==> config.mk <==
export PLATFORM = sky130hd
export DESIGN_NAME = imm_ram
export DESIGN_NICKNAME = d
export VERILOG_FILES = /design/src/rtl/core/integer_matrix_multiply_macros.svh /design/src/rtl/core/imm_ram.sv
export SDC_FILE = /design/constraint.sdc
export NUM_CORES = 2
export LEC_CHECK = 0
export ABC_CLOCK_PERIOD_IN_PS = 4400
export CAP_MARGIN = 20
export CORE_ASPECT_RATIO = 2
export CORE_MARGIN = 3
export CORE_UTILIZATION = 30
export CTS_CLUSTER_SIZE = 16
export DETAILED_ROUTE_END_ITERATION = 10
export DONT_BUFFER_PORTS = 1
export GPL_ROUTABILITY_DRIVEN = 1
export PLACE_DENSITY = 0.46
export SLEW_MARGIN = 15
export SYNTH_ARGS = -nofsm -noshare
export SYNTH_HDL_FRONTEND = slang
export SYNTH_SLANG_ARGS = --single-unit
==> constraint.sdc <==
create_clock -name clk -period 4.4 [get_ports clk]
set_clock_uncertainty 0.2 [all_clocks]
set_input_delay 0.44 -clock clk [delete_from_list [all_inputs] [get_ports clk]]
set_output_delay 0.44 -clock clk [all_outputs]
set_load 0.02 [all_outputs]
==> src/rtl/core/integer_matrix_multiply_macros.svh <==
// ---------------------------------------------------------------------------
// integer_matrix_multiply_macros.svh
// Assertion macros for the integer matrix multiply block.
// ---------------------------------------------------------------------------
`ifndef INTEGER_MATRIX_MULTIPLY_MACROS_SVH
`define INTEGER_MATRIX_MULTIPLY_MACROS_SVH

`ifndef SYNTHESIS
// same-cycle implication, sampled on clk, off during reset
`define IMM_ASSERT(lbl, ante, cons) \
  lbl: assert property (@(posedge clk) disable iff (!rst_n) (ante) |-> (cons)) \
    else $error("imm assertion failed");
// next-cycle implication
`define IMM_ASSERT_NEXT(lbl, ante, cons) \
  lbl: assert property (@(posedge clk) disable iff (!rst_n) (ante) |=> (cons)) \
    else $error("imm assertion failed");
`else
`define IMM_ASSERT(lbl, ante, cons)
`define IMM_ASSERT_NEXT(lbl, ante, cons)
`endif

`endif

==> src/rtl/core/imm_ram.sv <==
// ---------------------------------------------------------------------------
// imm_ram
// Generic single-write, single-read RAM with registered read data.
// ---------------------------------------------------------------------------
module imm_ram #(
  parameter int WIDTH = 32,
  parameter int DEPTH = 64,
  parameter int AW    = (DEPTH > 1) ? $clog2(DEPTH) : 1
) (
  input  logic             clk,
  input  logic             wr_en,
  input  logic [AW-1:0]    wr_addr,
  input  logic [WIDTH-1:0] wr_data,
  input  logic [AW-1:0]    rd_addr,
  output logic [WIDTH-1:0] rd_data
);

  logic [WIDTH-1:0] mem [DEPTH];
  logic [WIDTH-1:0] rd_data_r;

  always_ff @(posedge clk) begin
    if (wr_en) begin
      mem[wr_addr] <= wr_data;
    end
    rd_data_r <= mem[rd_addr];
  end

  assign rd_data = rd_data_r;

endmodule

# After elaboration in Yosys (flattened, before gate mapping)

Memories as Yosys holds them, arrays and structs flattened. A register that Yosys moved wholly into a read port is not among the register bits.
Index checks and enable logic that the tools add are counted.

Muxes and demuxes: 2

Operators by type and width:

| cell    | count |
|---|---|
| $mux W1 | 2 |

Register bits: 0
Bits in writable memories: 2048
Input bits: 46
Output and inout port bits: 32
Memories kept: 1

Memories:

| name | depth | bits a word | rd ports | clocked after memory_dff | write ports | RTL line      | text |
|---|---|---|---|---|---|---|---|
| mem  | 64    | 32          | 1        | 1                        | 1           | imm_ram.sv:18 | `logic [WIDTH-1:0] mem [DEPTH];` |

# Longest topological paths before layout

Word-level depth: 2
Depth in mapped cells: 10
Gate-level depth less buffers: 5

# Worst setup path before layout

No wires, ideal clock.

Path kind: input-to-reg
Start: input wr_addr[3]
End: memory mem[48][0], enable pin
Library setup time: 461 ps
Arrival time: 3139 ps
Data required time: 3739 ps
Slack: 600 ps
Stages on the path: 4
Buffers on the path: 1
Cell sequence: clkbuf_1 -> nor2b_1 -> nand4b_1 -> nor3_1

RTL lines:

| element     | RTL line      | text |
|---|---|---|
| from (decl) | imm_ram.sv:12 | `input logic [AW-1:0] wr_addr,` |
| to (decl)   | imm_ram.sv:18 |  |

No word-level cell before the write port.

==> results by group <==
Worst setup path
  • Worst setup EP type: flop
  • Critical path's top delay family: buffers and inverters
  • Crit-path max FO: 55
  • Worst path bufs/invs: 2
  • Cells along the critical path: dlygate4sd3_1, and2_1, buf_4, a21oi_1, a21oi_1, nor2_1
  • Crit path kind: primary input to flop
  • CP Launch Point: rd_addr[3]
  • Critical Path Max Stage Delay: 1.21 ns
  • Data arrival, critical path: 3.34 ns
  • Most Frequent Cell on Critical Path: a21oi_1
  • CP required: 4.89 ns
  • Critical path launch point type: primary input
  • Reg2reg start: mem[19][9]
  • CP max-delay cell: dlygate4sd3_1

Power
  • Leak: around 27 nW
  • PwrDens: 440 nW/um^2
  • Pwr Total: 39.9 mW
  • Maximum VDD drop: 0.319 mV

Routing
  • Final antenna-violating net count: 0
  • Via density: between 4 and 5
  • First-pass DRT Iterations: 5
  • DRC errors left: 0
  • Routed WL per cell: approximately 33 um
  • Routed vias: approximately 36000
  • DR iter-0 viols: 2722
  • WL final: 233000 um

Final layout
  • Nets@finish: about 3600
  • Layout area overhead: 15.5%
  • Share of cells above drive strength 1: 0.276

Die
  • Initial Utilization: 0.302
  • # IOs: 78
  • Core Rows: 265
  • Die area: 268000 sq um
  • Die Wd: between 300 and 400 um
  • Die Height: 729 um
  • Core ar.: 260000 sq um

GRT
  • Initial antenna violation count: 8
  • Vias in the first global route: roughly 38000
  • First-pass GRT wire length: 324000 um
  • Overflow after GRT: 0
  • All-Layer GR Usage: 0.173
  • Largest net degree at the start of global routing: about 500

Timing
  • Tmin final: 2.85 ns
  • Final setup TNS: 0 ns
  • Headroom to the max-slew limit: 0.195
  • Final setup fails: 0
  • Final Hold Violating Endpoints: 0
  • Fin. max-slew vios: 0
  • F_max: about 350 MHz
  • Final clock period utilization by the worst path: 0.648
  • Worst-Margin Slew: 1.21 ns
  • RSZ-0062 raised after global routing: false

Synth
  • Post-synthesis sequential area ratio: 0.791
  • Synth Flop Type: edfxtp_1
  • Number of synthesized flops with an enable pin: 2048
  • Synth warn: 0
  • Avg Cell Area, Syn: 23.6 sq um
  • Synth Register Bits: 2080
  • Gate count of the mapped netlist: 3324
  • Mapped Area: just under 80000 sq um
  • Syn Nets: 3370
  • Synth unique cells: 34
  • Async set or reset register ratio after synthesis: 0

Clock tree
  • Clock transition at path regs: around 0.070 ns
  • Sink Count: 2080
  • Hold Buf Count CTS: 79
  • CTS tree: done
  • Clk_lat worst skew: 0.84 ns
  • Clk buf depth: 4
  • CTS root buf: clkbuf_16
  • CTS Buf Count: roughly 180
  • CTS resizes: 0
  • Setup Fix Bufs, Post-CTS: 0
  • H-Tree Depth: 4

Hold path
  • Hold crit path type: primary input to flop
  • HP Start: wr_addr[1]

Placement
  • RePlAce Congestion: 0.779
  • HPWL after DPL: 132000 um
  • Buffers added on ports: 0

Flow run
  • Max-cap violations: 0

Run status
  • Status: complete, no violations
[final cells by class]
| cell class | count | area [sq um] |
|---|---|---|
| clock inverter | 94 | 828 |
| clock buffer | 233 | 4920 |
| multi-input combinational | 1062 | 16000 |
| fill | 23900 | 170000 |
| tap | 3471 | 4340 |
| timing repair buffer | 186 | 2430 |
| sequential | 2080 | 62100 |
| antenna | 6 | 15.0 |
[flip-flops by register name, indices dropped and copies added (netlist names)]
register	flops
mem	2048
rd_data	32
[routing by layer]
metal	vias to the layer above	global-route usage	share of wire
met5	-	0	0
met4	0	0.0485	0.029
met3	270	0.0191	0.033
met2	768	0.347	0.59
met1	20000	0.189	0.35
li1	14600	-	-
[placed cells by master, fill, tap and decap left out, types with 8 or more instances in the layout]
| cell type | netlist | routed |
|---|---|---|
| buf_4 | 25 | 87 |
| clkbuf_16 | 0 | 187 |
| clkinv_1 | 0 | 37 |
| clkinv_2 | 0 | 31 |
| a22oi_1 | 12 | 12 |
| clkbuf_1 | 74 | 39 |
| a21oi_1 | 62 | 62 |
| o221ai_1 | 27 | 27 |
| nor2_1 | 137 | 75 |
| bufinv_16 | 0 | 14 |
| mux4_2 | 544 | 544 |
| nor2_4 | 0 | 62 |
| dfxtp_1 | 32 | 32 |
| buf_12 | 0 | 18 |
| a311oi_1 | 8 | 8 |
| nor2b_1 | 15 | 14 |
| edfxtp_1 | 2048 | 2048 |
| nand2_1 | 26 | 26 |
| mux2i_1 | 93 | 93 |
| dlygate4sd3_1 | 0 | 44 |
| o22ai_1 | 84 | 83 |
| buf_16 | 0 | 34 |
[synthesized netlist by cell type, types with 2 or more instances]
cell type	n	area, sq um
nand3b_1	5	37.5
buf_1	21	78.8
or3_1	3	18.8
and2_1	2	12.5
nand4_1	2	12.5
a311oi_1	8	70.1
mux4_2	544	12300
mux2i_1	93	931
dfxtp_1	32	641
a21oi_1	62	310
buf_2	57	285
nor3_1	7	35.0
nand2_1	26	97.6
o32ai_1	4	35.0
or3b_2	3	26.3
nor2_1	137	514
or3b_1	2	17.5
clkbuf_1	74	278
nand3_1	5	25.0
o22ai_1	84	526
and3_1	4	25.0
buf_4	25	188
nand2b_1	8	50.1
buf_6	5	56.3
o221ai_1	27	236
a41o_1	4	40.0
nor2b_1	15	93.8
edfxtp_1	2048	61500
a22oi_1	12	90.1
[kinds of logic (layout without fill, tap and decap cells)]
family | Yosys count | in the layout | synth area share
simple gates | 223 | 223 | 0.0127
other cells | 0 | 6 | 0
flops | 2080 | 2080 | 0.791
mux | 637 | 637 | 0.168
buf+inv | 182 | 513 | 0.0113
compound gates | 202 | 202 | 0.0167
[where the power goes]
| group | internal [mW] | leakage, nW | switching (mW) |
|---|---|---|---|
| Combinational | 0.775 | 5.92 | 1.03 |
| Sequential | 21.9 | 18.7 | 0.185 |
| Clock | 8.74 | 2.81 | 7.23 |
[per-stage QoR]
stage               setup WS, ns  hold WS (ns)  cells   util  instance area [sq um]
global placement           0.616         0.344   6716  0.321                  83400
CTS                         1.50      0.000557   7125  0.348                  90600
floorplan                  0.600         0.339   3324      -                  78500
global route                1.55        0.0186   7128  0.348                  90600
finish                      1.55        0.0539   7132  0.348                  90700
detailed placement         0.820         0.343   6719  0.321                  83500
[final timing paths]
check | to | cells past startpoint | slack [ns]
max | rd_data[10] | 6 | 1.55
min | mem[49][28] | 2 | 0.05
max reg2reg | rd_data[9] | 4 | 1.63
min reg2reg | rd_data[20] | 4 | 0.57
Note: power is estimated with default switching activity, not from simulation.
